**src/bmp_pkg.sv**
```systemverilog
// Shared constants and modular arithmetic helpers for the binomial block.
package bmp_pkg;

  localparam int unsigned TableSizeDefault = 65536;
  localparam logic [29:0] PrimeMod = 30'd998244353;

  // Barrett constant: floor(2^60 / p)
  localparam logic [30:0] BarrettMu = 31'd1154949187;

  typedef logic [29:0] residue_t;

  // Reduce a product below p*p to its residue: Barrett estimate, then one fixup.
  function automatic residue_t mod_reduce(input logic [59:0] prod, input logic [30:0] q_est);
    logic [60:0] qp;
    logic [31:0] rem;
    begin
      qp  = {30'd0, q_est} * {31'd0, PrimeMod};
      // remainder after the estimate is below 3p, so 32 low bits hold it exactly
      rem = prod[31:0] - qp[31:0];
      if (rem >= {1'b0, PrimeMod, 1'b0})
        rem = rem - {1'b0, PrimeMod, 1'b0};
      else if (rem >= {2'b00, PrimeMod})
        rem = rem - {2'b00, PrimeMod};
      mod_reduce = rem[29:0];
    end
  endfunction

endpackage

```
**src/bmp_modmul.sv**
```systemverilog
// Pipelined modular multiplier mod p with a user tag, four pipeline stages.
module bmp_modmul
  import bmp_pkg::*;
#(
  parameter int unsigned TagWidth = 1
) (
  input  logic                clk,
  input  logic                rst,
  input  logic                en,
  input  logic                in_valid,
  input  residue_t            a,
  input  residue_t            b,
  input  logic [TagWidth-1:0] in_tag,
  output logic                out_valid,
  output residue_t            product,
  output logic [TagWidth-1:0] out_tag
);

  logic [59:0] prod1, prod2, prod3;
  logic [61:0] mu_prod;
  logic [30:0] q_est;
  logic [3:0]  vld;
  logic [TagWidth-1:0] tag1, tag2, tag3, tag4;
  residue_t    res4;

  always_ff @(posedge clk) begin
    if (rst) begin
      vld <= '0;
    end else if (en) begin
      vld <= {vld[2:0], in_valid};
    end
  end

  always_ff @(posedge clk) begin
    if (en) begin
      prod1   <= {30'd0, a} * {30'd0, b};
      tag1    <= in_tag;
      mu_prod <= {31'd0, prod1[59:29]} * {31'd0, BarrettMu};
      prod2   <= prod1;
      tag2    <= tag1;
      q_est   <= mu_prod[61:31];
      prod3   <= prod2;
      tag3    <= tag2;
      res4    <= mod_reduce(prod3, q_est);
      tag4    <= tag3;
    end
  end

  assign out_valid = vld[3];
  assign product   = res4;
  assign out_tag   = tag4;

endmodule

```
**config.mk**
```make
export PLATFORM = sky130hd
export DESIGN_NAME = bmp_modmul
export DESIGN_NICKNAME = d
export VERILOG_FILES = /design/src/bmp_pkg.sv /design/src/bmp_modmul.sv
export SDC_FILE = /design/constraint.sdc
export NUM_CORES = 2
export LEC_CHECK = 0
export BUFFER_PORTS_ARGS = -buffer_cell sky130_fd_sc_hd__buf_4
export CORE_MARGIN = 2
export CORE_UTILIZATION = 40
export CTS_BUF_LIST = sky130_fd_sc_hd__clkbuf_4 sky130_fd_sc_hd__clkbuf_8
export CTS_CLUSTER_SIZE = 25
export DETAILED_ROUTE_END_ITERATION = 6
export PLACE_DENSITY_LB_ADDON = 0.05
export SKIP_CTS_REPAIR_TIMING = 1
export SYNTH_ARGS = -nofsm -noshare
export SYNTH_HDL_FRONTEND = slang
export SYNTH_SLANG_ARGS = --single-unit
```
**constraint.sdc**
```tcl
create_clock -name clk -period 7.8 [get_ports clk]
set_input_delay 0.39 -clock clk [delete_from_list [all_inputs] [get_ports clk]]
set_output_delay 0.39 -clock clk [all_outputs]
set_load 0.02 [all_outputs]
```
==> results <==
- The run finished with clean final reports.
- Hold timing on the final database bottoms out at a slack of 0.2148 ns.
- The largest area contributor in the netlist is sky130_fd_sc_hd__fa_1.
- The number of antenna violations at the first check in global routing is 3.
- After synthesis, the largest family of logic cells by area is adder cells.
- The routed wire length is 147.3 mm.
- The worst register-to-register path has a depth of 23.
- The critical path runs through a total of 28 cells.
- The wire-length estimate of the detail-placed layout is 130.6 mm.
- Counting flops and latches in the post-synthesis netlist gives 224.
- STA classifies the critical path endpoint as a register.
- The simple-gate share of the synthesized area is 11.66%.
- The initial cell density of the core is 40.26%.
- Synthesis instantiated 79 different standard cells from the library.
- In this run the vertical extent of the chip is 370.5 µm.
- Dividing the detail-routed wire length by the instance count gives 19.65 µm.
- The post-route netlist has 10.36% of its cells at a drive strength greater than 1.
- In the final design database the tool counted 7,582 nets.
- The kind of cell adding the most delay to the critical path is adder cells.
- The number of maximum-capacitance constraint violations is 0.
- The post-synthesis average cell area is 9.977 µm².
- By count the netlist is led by sky130_fd_sc_hd__inv_1 (1,327), sky130_fd_sc_hd__fa_1 (1,061), sky130_fd_sc_hd__ha_1 (762), sky130_fd_sc_hd__and2_1 (501), sky130_fd_sc_hd__nand2_1 (468).
- The count of yosys warnings during synthesis is 0.
- The number of pins with negative max-slew slack in the final report was 0.
- The launching element of the worst setup path is a[16].
- The area of the mapped netlist is 0.05373 mm².
- The level count of the clock H-tree is 2.
- The clock reaches the later pin of the worst-skew pair after 0.64 ns.
- Dividing the final minimum period by the clock period gives 97.52%.
- The compound-gate portion of the synthesized area is 5.280%.
- The maximum fanout along the worst path is 5.
- Setup violations remaining at the end of the flow were counted as 0.
- The per-cell via count in the routed design is 4.823.
- For this run, the total global-route usage over all layers was measured as 21.97%.
- Setup total negative slack on the finished layout was measured at 0 ns.
- Counting flops with an async set or reset pin after synthesis yields a share of 0%.
- Counting instances, the worst hold path has a depth of 1.
- The multiplexer area fraction after synthesis is 0.1304%.
- The floorplan step set the die width to 370.5 µm.
- In this run the most critical hold path is launched from en.
- The global-route wire length before repair is 230.6 mm.
- For this run the aggregate overflow at the end of global routing stands at 0.
- The placeable core region is 0.1335 mm².
- After detailed routing, the number of remaining DRC violations is 0.
- The post-synthesis cell count is 5,385.
- The clock tree root buffer cell is sky130_fd_sc_hd__clkbuf_8.
- The utilization after layout is 44.89%.
- The number of antenna-violating nets in the routed design is 0.
- The cell type with the highest occurrence count on the critical path is sky130_fd_sc_hd__fa_1.
- The total placed instance area is 0.05870 mm².
- By area the synthesized netlist is led by sky130_fd_sc_hd__fa_1 (40%), sky130_fd_sc_hd__ha_1 (18%), sky130_fd_sc_hd__edfxtp_1 (12%), sky130_fd_sc_hd__inv_1 (9.3%), sky130_fd_sc_hd__and2_1 (5.8%).
- The setup path with the least slack is of type in -> reg.
- The worst path in the final design needs a cycle of 7.607 ns, including I/O delays and setup.
- The floorplan has 134 rows.
- The total die area is 0.1373 mm².
- At the end of routability-driven placement, the weighted congestion stood at 0.8562.
- The total count of hold-check failures in the final report is 0.
- The path class of the tightest hold or removal check is in -> reg.
- The number of buffers and inverters on the critical path is 6.
- The number of clock sinks is 224.
- In the post-synthesis netlist, the cell with the most instances is sky130_fd_sc_hd__inv_1.
- The startpoint of the most critical register-to-register path is prod1[40].
- The worst-case clock buffer depth is 3.
- The area added between synthesis and finish is 11.51%.
- Of the total synthesized cell area, the portion taken by XOR and XNOR cells is 2.511%.
- Before antenna repair, the detailed router went through 6 iterations.
- The net count of the mapped netlist is 7,273.
- The detailed router finished its first iteration with 1,541 violations.
- The adder and majority gate portion of the synthesized area is 57.28%.
- The relative slew slack is 26.53%.
- Derived from the worst setup path, the maximum achievable clock frequency is 0.1315 GHz.
- Across all register-to-register paths, the minimum setup slack is 0.22 ns.
- The synthesized design contains 220 enable-type register cells.
- The area share of the largest cell type after synthesis is 39.54%.
- The biggest cell delay along the critical path is 0.54 ns.
- TritonCTS built the clock tree.
- The number of vias in the routed layout is 36,150.
- At the worst endpoint, the required time is 8.15 ns.
- For the final database, setup skew stands at 0.03332 ns.
- The critical path's slowest cell is sky130_fd_sc_hd__fa_1.
- The post-synthesis sequential area ratio is 12.45%.
- Buffers placed on the I/O ports in this run total 96.
- For this design the top-level I/O count stands at 97.
- The pin slew with the least headroom to its limit is 1.095 ns.
- For the worst setup path, the data arrival time is 7.96 ns.
- Summing all non-filler instances in the final layout gives an area of 0.05991 mm².
- The via count of the first global-routing pass was 39,460.
- The most used flip-flop cell after synthesis is sky130_fd_sc_hd__edfxtp_1.
- The type of origin of the critical path is a primary input.
- After clock tree synthesis, the clock-pin slew on the worst setup and hold paths is 0.05 ns.
- The pin count of the biggest net entering global routing is 125.
- Clock tree synthesis inserted a total of 40 buffers.
==> per-stage QoR <==
step                      setup WS [ns]  std cells
final                            0.1934       7495
after global routing           -0.06826       7495
after CTS                       -0.5808       7481
after detailed placement        -0.5317       7407
after global placement          -0.5046       7407
after floorplan                 0.02951       5385
==> state kept, by name (all words and copies together), names as in the netlist <==
signal,cells
out_tag,1
vld,4
prod2,32
tag3,1
product,30
prod3,32
q_est,31
tag1,1
tag2,1
mu_prod,31
prod1,60
==> final timing paths <==
kind	to
worst max register to register	mu_prod[59]
worst min-delay path	tag1
worst max-delay path	prod1[51]
worst min register to register	q_est[3]
==> cell families after synthesis <==
group	Yosys count
adders and majority gates	1823
buffers and inverters	1527
and+or+nand+nor	1224
AOI/OAI and AO/OA	426
DFF	224
xor gates and xnor gates	154
muxes	7
==> cells in the final DEF, fill, tap and decap left out, types with 7 or more instances in the layout <==
| cell type | Yosys | layout |
|---|---|---|
| sky130_fd_sc_hd__nor2_1 | 82 | 82 |
| sky130_fd_sc_hd__nand3_1 | 35 | 34 |
| sky130_fd_sc_hd__inv_1 | 1327 | 1325 |
| sky130_fd_sc_hd__a21oi_1 | 125 | 121 |
| sky130_fd_sc_hd__o21ai_0 | 65 | 59 |
| sky130_fd_sc_hd__a211o_1 | 10 | 10 |
| sky130_fd_sc_hd__o21ai_1 | 7 | 8 |
| sky130_fd_sc_hd__a31oi_1 | 12 | 11 |
| sky130_fd_sc_hd__xnor2_1 | 107 | 107 |
| sky130_fd_sc_hd__edfxtp_1 | 220 | 220 |
| sky130_fd_sc_hd__buf_4 | 1 | 450 |
| sky130_fd_sc_hd__nand4_1 | 13 | 13 |
| sky130_fd_sc_hd__a21o_1 | 53 | 53 |
| sky130_fd_sc_hd__ha_1 | 762 | 757 |
| sky130_fd_sc_hd__mux2i_1 | 7 | 7 |
| sky130_fd_sc_hd__buf_12 | 0 | 7 |
| sky130_fd_sc_hd__nor2b_1 | 15 | 15 |
| sky130_fd_sc_hd__clkbuf_8 | 0 | 40 |
| sky130_fd_sc_hd__nand2_1 | 468 | 468 |
| sky130_fd_sc_hd__o211ai_1 | 10 | 10 |
| sky130_fd_sc_hd__fa_1 | 1061 | 1060 |
| sky130_fd_sc_hd__a211oi_1 | 28 | 26 |
| sky130_fd_sc_hd__a31o_2 | 9 | 8 |
| sky130_fd_sc_hd__o21a_1 | 21 | 21 |
| sky130_fd_sc_hd__and2_1 | 501 | 501 |
| sky130_fd_sc_hd__and3_1 | 14 | 14 |
| sky130_fd_sc_hd__clkinv_2 | 0 | 9 |
| sky130_fd_sc_hd__nor3_1 | 29 | 28 |
| sky130_fd_sc_hd__nand2b_1 | 27 | 27 |
| sky130_fd_sc_hd__and4_1 | 10 | 10 |
| sky130_fd_sc_hd__or2_2 | 7 | 7 |
| sky130_fd_sc_hd__clkinv_1 | 1 | 11 |
| sky130_fd_sc_hd__o21bai_1 | 17 | 17 |
| sky130_fd_sc_hd__a21boi_0 | 8 | 7 |
| sky130_fd_sc_hd__xor2_1 | 47 | 47 |
==> per-layer routing <==
layer | routed length [µm] | track usage (%) | share of wire, % | vias to the layer above
li1 | - | - | - | 17080
met1 | 66970 | 29.72 | 45 | 18430
met2 | 73080 | 38.49 | 50 | 526
met3 | 4265 | 1.888 | 2.9 | 112
met4 | 2983 | 4.430 | 2.0 | 0
met5 | 0 | 0 | 0 | -
==> final cells by class <==
class	count	area [µm²]
fill	13120	73550
multi-input combinational	3634	41570
sequential	224	6686
inverter	1328	4985
timing repair buffer	466	3620
tap	1768	2212
clock buffer	44	580.6
clock inverter	30	252.7
antenna	1	2.502
Power is left out: the tool's default activity adds up to more than one toggle a clock period on the data nets, which glitch-free logic cannot reach.
